<file path="src/rtl/core/mle_pkg.sv">
package mle_pkg;

    localparam int MAX_LINES_DEF = 64;

    localparam logic [1:0] STATUS_OK    = 2'd0;
    localparam logic [1:0] STATUS_EMPTY = 2'd1;
    localparam logic [1:0] STATUS_FULL  = 2'd2;

    localparam logic CMD_INSERT = 1'b0;
    localparam logic CMD_QUERY  = 1'b1;

    typedef struct packed {
        logic signed [31:0] slope;
        logic signed [31:0] intercept;
    } line_t;

endpackage

</file>
<file path="src/rtl/core/mle_mul.sv">
module mle_mul (
    input  logic               clk,
    input  logic signed [32:0] op_a,
    input  logic signed [32:0] op_b,
    output logic signed [65:0] prod
);
    import mle_pkg::*;

    logic signed [65:0] prod_reg;

    always_ff @(posedge clk)
    begin
        prod_reg <= op_a * op_b;
    end

    assign prod = prod_reg;

endmodule

</file>
<file path="config.mk">
export PLATFORM = sky130hd
export DESIGN_NAME = mle_mul
export DESIGN_NICKNAME = d
export VERILOG_FILES = /design/src/rtl/core/mle_pkg.sv /design/src/rtl/core/mle_mul.sv
export SDC_FILE = /design/constraint.sdc
export NUM_CORES = 2
export LEC_CHECK = 0
export BUFFER_PORTS_ARGS = -buffer_cell sky130_fd_sc_hd__clkbuf_2
export CAP_MARGIN = 20
export CORE_MARGIN = 2
export CORE_UTILIZATION = 55
export DETAILED_ROUTE_END_ITERATION = 10
export PLACE_DENSITY = 0.72
export SLEW_MARGIN = 20
export SYNTH_ARGS = -nofsm -noshare
export SYNTH_HDL_FRONTEND = slang
export SYNTH_SLANG_ARGS = --single-unit
</file>
<file path="constraint.sdc">
create_clock -name clk -period 9.25 [get_ports clk]
set_clock_uncertainty 0.1 [all_clocks]
set_input_delay 0.925 -clock clk [delete_from_list [all_inputs] [get_ports clk]]
set_output_delay 0.925 -clock clk [all_outputs]
set_load 0.02 [all_outputs]
</file>
==> flow_summary.ini <==
[cells_and_area]
nFillCells = 6374
multiInputGateArea_um2 = 34300
drive_above_1_share_pct = 6.53
largest_register_ffs = 66
final_cell_utilization_of_the_core_pct = 58.6
layout_common_cells = sky130_fd_sc_hd__fa_1 (1145), sky130_fd_sc_hd__inv_1 (1131), sky130_fd_sc_hd__and2_1 (562)
seq_area_um2 = 1320
final_common_cell = sky130_fd_sc_hd__fa_1
finalNetCount = 5790
area_delta_synth_final_pct = 5.22

[sta]
finalHoldViolations = 0
period_needed_ps = 8610
unrepaired_setup_endpoints_after_global_routing = false
final.setup.tns_ps = 0
max_freq_mhz = 116
report.final.slew_viol_count = 0
layout_worst_path_cycle_share_pct = 93.0
timing.slew.headroom_pct = 41.0
timing.final.setup_violations = 0
timing_worst_slew_pin_value_ps = 885

[synth]
synthFlopType = sky130_fd_sc_hd__dfxtp_1
yosys_register_bits = 66
synth.net_count = 5767
ys_seq_area_share_pct = 3.24
post_synth_instance_area_um2 = 40700
postSynth.asyncResetShare_pct = 0
synth-edff-count = 0
syn_area_per_cell_um2 = 9.39
post_synth_num_cell_types = 80
synth_warnings = 0
syn_inst = 4338

[floorplanning]
floorplan.core_area_um2 = 73100
die_area_um2 = 76300
ports_placed_on_the_boundary = 133
die_h_um = 276
num_rows = 99
effective_utilization_at_floorplan_pct = 55.7
die_w_um = 276

[detailed_routing]
drtAntennaViolNets = 0
final_wirelength_um = 106000
wl_per_cell_um = 19.8
first_pass_iters = 5
drc_errors = 0
detail_route.iter0.violations = 1595
vias_per_cell = 5.41
num_vias = 28800

[clock_tree]
ctsResizeCount = 0
ctsHtreeMaxLevel = 3
clk_pin_slew_ps = 80
cts_hold_repair.buffers = 0
clock_tree.buffer_depth = 2
cts_tree = yes
cts_sinks = 66
cts.root.buffer_cell = sky130_fd_sc_hd__clkbuf_16
buffers_inserted_during_post_cts_setup_optimization = 0
cts_inserted_buffers = 9

[global_routing]
grt_pass1_wl_um = 175000
grt_pass1_vias = 32600
antenna_found_initial = 3
globalRouteTotalUtil_pct = 29.4
grt-ovfl-total = 0
grt_start_max_net_pins = 34

[job]
max_cap_viol_count = 0

[outcome]
run_status = completed

[setup_path]
timing.critical_path.cells = clkbuf_2, buf_4, nand2_1, fa_1, fa_1, fa_1, inv_1, fa_1, buf_4, fa_1, fa_1, fa_1, inv_1, fa_1, inv_1, ha_1, a21o_1, a21o_1, a21oi_1, nor2b_1, o21ai_0, nor4b_1, a211oi_2
crit_path_start = op_a[32]
critPathKind = input port to flop
crit_path_max_fanout = 23
critical_path_required_ps = 9400
worst_setup_path_end_kind = flop
cpMostUsedCell = sky130_fd_sc_hd__fa_1
timing.critical_path.slowest_cell_delay_ps = 830
crit_slowest_cell = sky130_fd_sc_hd__fa_1
crit_arrival_ps = 8760
crit_path_start_kind = input port

[placement]
io_buffers = 132
place.detailed.hpwl_um = 90400
finalWeightedCongestion = 0.918

[min_path]
holdCritPathClass = input port to flop
min_from = op_b[0]
## critical path, delay by kind of cell
kind | cells | cell delay (ps)
compound gates | 5 | 1080
simple gates | 3 | 870
buf+inv | 6 | 1130
fa+ha+maj | 9 | 4710
## routing by layer
metal / GRT usage (%) / routed length (µm)
met1: 35.9 / 39300
met2: 52.8 / 55600
met3: 2.94 / 4940
met4: 13.7 / 5670
met5: 0 / 13
## cell families (layout without fill, tap and decap cells)
logic type | after synthesis | in the layout | share of synthesized area, %
adder cells (fa/ha/maj) | 1362 | 1362 | 62.9
buffers and inverters | 1352 | 1379 | 12.5
AND/OR/NAND/NOR | 1271 | 1271 | 15.8
AO/OA/AOI/OAI | 219 | 219 | 4.07
XOR/XNOR | 68 | 68 | 1.46
flip-flops | 66 | 66 | 3.24
other | 0 | 1 | 0
## synth_stat cells, types with 4 or more instances
cell	count	share of area (%)
sky130_fd_sc_hd__nor2_1	68	0.63
sky130_fd_sc_hd__nand3_1	25	0.31
sky130_fd_sc_hd__nor3_1	7	0.086
sky130_fd_sc_hd__o211ai_1	4	0.074
sky130_fd_sc_hd__nand2b_1	12	0.18
sky130_fd_sc_hd__a21o_1	36	0.66
sky130_fd_sc_hd__and3_1	5	0.077
sky130_fd_sc_hd__fa_1	1145	56
sky130_fd_sc_hd__xnor2_1	43	0.92
sky130_fd_sc_hd__a31oi_1	8	0.12
sky130_fd_sc_hd__buf_2	11	0.14
sky130_fd_sc_hd__and4_1	5	0.11
sky130_fd_sc_hd__nand2_1	551	5.1
sky130_fd_sc_hd__o21ai_0	25	0.31
sky130_fd_sc_hd__o21bai_1	11	0.20
sky130_fd_sc_hd__ha_1	217	6.7
sky130_fd_sc_hd__nand4_1	11	0.17
sky130_fd_sc_hd__o21a_1	6	0.11
sky130_fd_sc_hd__clkbuf_1	208	1.9
sky130_fd_sc_hd__and2_1	562	8.6
sky130_fd_sc_hd__xor2_1	25	0.54
sky130_fd_sc_hd__a21oi_1	57	0.70
sky130_fd_sc_hd__a211oi_1	7	0.13
sky130_fd_sc_hd__o21ai_1	6	0.074
sky130_fd_sc_hd__a211o_1	6	0.13
sky130_fd_sc_hd__dfxtp_1	66	3.2
sky130_fd_sc_hd__nor2b_1	5	0.077
sky130_fd_sc_hd__inv_1	1131	10
## stage by stage
| stage | hold WS (ps) | setup WS (ps) | std cells | instance area, µm² |
|---|---|---|---|---|
| after floorplan | 952 | 989 | 4338 | 40700 |
| after CTS | 1090 | 714 | 5324 | 42900 |
| final | 1110 | 644 | 5325 | 42900 |
| after detailed placement | 1240 | 308 | 5309 | 42600 |
| after global placement | 1240 | 403 | 5309 | 42600 |
| after global routing | 1110 | 426 | 5325 | 42900 |
## worst paths after layout
| kind | slack (ps) | cells after the start | end |
|---|---|---|---|
| setup / recovery | 640 | 23 | prod[62]$_DFF_P_ |
| hold / removal | 1110 | 3 | prod[0]$_DFF_P_ |
## area by class of cell
type	instances	share of cell area, %
Clock inverter	4	0.120
Timing Repair Buffer	233	3.43
Tap cell	959	2.80
Multi-Input combinational cell	2920	80.1
Inverter	1131	9.91
Sequential cell	66	3.08
Clock buffer	11	0.590
Antenna cell	1	0.00584
Power is not shown: default switching activity piles up to over one toggle a cycle in this logic, so the estimate is an artifact.
