--- src/rtl/core/mle_pkg.sv ---
package mle_pkg;

    localparam int MAX_LINES_DEF = 64;

    localparam logic [1:0] STATUS_OK    = 2'd0;
    localparam logic [1:0] STATUS_EMPTY = 2'd1;
    localparam logic [1:0] STATUS_FULL  = 2'd2;

    localparam logic CMD_INSERT = 1'b0;
    localparam logic CMD_QUERY  = 1'b1;

    typedef struct packed {
        logic signed [31:0] slope;
        logic signed [31:0] intercept;
    } line_t;

endpackage

--- src/rtl/core/mle_table.sv ---
module mle_table #(
    parameter int MAX_LINES = mle_pkg::MAX_LINES_DEF,
    parameter int AW        = $clog2(MAX_LINES)
) (
    input  logic            clk,
    input  logic            we,
    input  logic [AW-1:0]   waddr,
    input  mle_pkg::line_t  wdata,
    input  logic [AW-1:0]   raddr,
    output mle_pkg::line_t  rdata
);
    import mle_pkg::*;

    line_t mem [MAX_LINES];
    line_t rdata_reg;

    always_ff @(posedge clk)
    begin
        if (we)
        begin
            mem[waddr] <= wdata;
        end
        rdata_reg <= mem[raddr];
    end

    assign rdata = rdata_reg;

endmodule

--- config.mk ---
export PLATFORM = sky130hd
export DESIGN_NAME = mle_table
export DESIGN_NICKNAME = d
export VERILOG_FILES = /design/src/rtl/core/mle_pkg.sv /design/src/rtl/core/mle_table.sv
export SDC_FILE = /design/constraint.sdc
export NUM_CORES = 2
export LEC_CHECK = 0
export ABC_AREA = 0
export BUFFER_PORTS_ARGS = -buffer_cell sky130_fd_sc_hd__buf_2
export CORE_MARGIN = 2
export CORE_UTILIZATION = 35
export DETAILED_ROUTE_END_ITERATION = 16
export PLACE_DENSITY = 0.54
export SLEW_MARGIN = 0
export SYNTH_ARGS = -nofsm -noshare
export SYNTH_HDL_FRONTEND = slang
export SYNTH_SLANG_ARGS = --single-unit
--- constraint.sdc ---
create_clock -name clk -period 18.4 [get_ports clk]
set_input_delay 1.84 -clock clk [delete_from_list [all_inputs] [get_ports clk]]
set_output_delay 1.84 -clock clk [all_outputs]
set_load 0.02 [all_outputs]
==> summary.txt <==
Outcome
  – Status: finished, final reports clean

Setup path
  – Reg2Reg Depth: 5
  – Slowest CP cell: buf_4
  – Arr. time, crit path: a little under 7000 ps
  – Critical-path cell list: buf_12 -> buf_4 -> buf_4 -> buf_4 -> buf_4 -> mux4_2 -> mux2i_1 -> o22ai_1 -> a41oi_1 -> a211oi_1
  – Critical path fanouts, max: 66
  – CP Launch Type: primary input
  – Critical path's largest stage delay: 830 ps
  – WS Path Type: primary input to flip-flop
  – Crit end category: flip-flop
  – Most common cell on crit path: buf_4
  – Critical path data required time: approximately 19000 ps

Synthesis
  – Mean post-synth cell area: around 24 um^2
  – Area leader, netlist: edfxtp_1
  – Synthesis Warnings: 0
  – Post-synthesis register bit count: 4160
  – Top area cells in the synthesized netlist: edfxtp_1 79%, mux4_2 15%, mux2i_1 0.86%, dfxtp_1 0.82%, a22oi_1 0.81%
  – Synth Flop Type: edfxtp_1
  – Top cells by count, synth: 4096 x edfxtp_1, 1024 x mux4_2, 170 x buf_2
  – Mapped Nets: around 6700
  – Synth top area share: between 70% and 80%
  – Post-synth EDFFs: 4096
  – Register area share after synthesis: 79.5%
  – Synth Cell Area: 0.156 mm^2
  – Most frequent cell after synthesis: edfxtp_1
  – Netlist cell types: 33
  – Fraction of registers with async set/reset: 0%
  – Mapped Cells: about 6600

Floorplan
  – I/O pin count: around 140
  – Core area: ~0.45 mm^2
  – Initial Util: a little over a third
  – Row cnt: approximately 250
  – Die ar.: roughly 0.45 mm^2
  – Die Y: slightly below 700 um
  – Die W: a little under 700 um

STA
  – Tcrit/Tclk final: about a third
  – RSZ-0062 raised after global routing: false
  – Slew @ Worst Pin: ~1300 ps
  – Final setup TNS: 0 ps
  – Maximum clock frequency: about 160 MHz
  – Setup slack after layout: about 12000 ps
  – Clk_skew: around 36 ps
  – Final slew viol count: 0
  – Rel. slew slack: between 10% and 20%
  – Final setup viols: 0
  – Final hold violations: 0
  – Worst hold slack: 834 ps
  – Final min period: 6080 ps

Flow run
  – MaxCap Viol Count: 0

Min path
  – Hold Crit Depth: 4
  – Worst Hold Class: flip-flop to flip-flop

Detailed routing
  – DR vias/cell: between 5 and 6
  – Routed WL: ~470 mm
  – WL/cell: 35.1 um
  – DRC viols: 0
  – Post-route ant nets: 0
  – Via count: 76300
  – First-pass DRT Iterations: 6
  – Drt first-iter violations: around 10000

Clock tree
  – TritonCTS buffer count: 435
  – Worst-Skew Late Latency: ~990 ps
  – CTS Sinks: between 4000 and 5000
  – H-tree lvl count: 5
  – Post-CTS setup buffers: 0
  – Clock transition at path regs: approximately 60 ps
  – CTS tree: built
  – PostCTS Resize Cnt: 0
  – Clk root buf: clkbuf_16
  – Post-CTS Hold Buffers: 0
  – Max Root-Sink Buffers: 4

Pwr
  – Worst vdd ir: roughly 0.000085 V
  – Pwr dens: about 110 mW/mm^2
  – P_leak: ~55 nW

Global routing
  – First-pass GRT wire length: between 600 and 700 mm
  – Initial antenna violation count: 56
  – Vias in the first global route: between 70000 and 80000
  – Overall Global Routing Usage: between 20 and 25%
  – Largest net degree at the start of global routing: between 100 and 150
  – Grt total ovfl: 0

Final layout
  – Max reg flops: between 4000 and 5000
  – Share of layout cells above drive strength 1: around 29%
  – Nets: ~7000
  – Layout area overhead: 14.9%
  – Final Cell Area: 0.180 mm^2

Place
  – Routability cong.: 0.756
  – Place WS: 11160 ps
  – Final HPWL from detailed placement: around 250 mm
  – Post-DP Area: around 0.17 mm^2
  – PortBufs: between 100 and 150
==> stage by stage <==
stage          std cells  power, W  utilization, %
2_1_floorplan       6598    0.0112               -
3_3_place_gp       12500    0.0117            37.1
3_5_place_dp       12500    0.0117            37.1
4_1_cts            13300    0.0205            40.3
5_1_grt            13300    0.0209            40.3
6_report           13400    0.0203            40.4
==> worst max-delay path: cells and delay by family <==
kind / cells / cell delay, ps
AO/OA/AOI/OAI: 3 / 480
buffers and inverters: 5 / 3470
multiplexers: 2 / 780
==> power breakdown <==
group	internal (W)	total, W	switching, W	leakage, nW
logic	0.000322	0.000905	0.000583	11.0
registers	0.0105	0.0106	0.0000573	37.4
clock network	0.00520	0.00886	0.00366	7.06
total	0.0160	0.0203	0.00430	55.4
==> path summary, 6_finish.rpt <==
kind	start	endpoint	slack [ps]
worst max-delay path	raddr[0]	rdata[11]$_DFF_P_	12320
worst min-delay path	mem[39][18]$_DFFE_PP_	rdata[18]$_DFF_P_	830
worst max register to register	mem[54][4]$_DFFE_PP_	rdata[4]$_DFF_P_	16290
worst min register to register	mem[39][18]$_DFFE_PP_	rdata[18]$_DFF_P_	830
==> cells in the final DEF, fill, tap and decap left out, drive strengths merged, types with 2 or more instances in the layout <==
master / n
mux2i: 135
and2: 3
nand3b: 2
a31oi: 18
nor3: 2
and3: 64
mux4: 1024
a211oi: 63
buf: 364
nor2: 112
diode: 26
nand3: 45
nand2: 58
dfxtp: 64
clkinv: 165
inv: 32
a41oi: 26
clkbuf: 588
a22o: 88
bufinv: 45
or2: 28
a2bb2oi: 19
edfxtp: 4096
a22oi: 168
clkinvlp: 9
o22ai: 83
nor2b: 28
or3: 29
o221ai: 38
nand4: 2
nand2b: 11
==> final cells by class <==
type	count	area [um^2]
sequential	4160	124000
clock buffer	588	12000
tap	5928	7420
fill	38900	265000
inverter	19	71.3
timing repair buffer	364	2580
clock inverter	232	2420
antenna	26	65.1
multi-input combinational	2049	30800
==> logic make-up (layout without fill, tap and decap cells) <==
family / count (synthesis) / in the layout / share of synthesized area (%)
other cells: 0 / 26 / 0
mux: 1159 / 1159 / 15.6
compound gates: 504 / 504 / 2.48
buf+inv: 389 / 1203 / 1.18
simple gates: 386 / 386 / 1.24
flops: 4160 / 4160 / 79.5
==> routing by layer <==
metal / GRT usage, % / part of all wire (%) / vias to the layer above / routed length (um)
li1: - / - / 29500 / -
met1: 28.6 / 41 / 42700 / 192000
met2: 33.4 / 49 / 3443 / 229000
met3: 2.98 / 7.5 / 697 / 35300
met4: 5.16 / 2.7 / 8 / 12700
met5: 0 / 0.012 / - / 55
No activity file was read; power rests on OpenSTA's default activity.
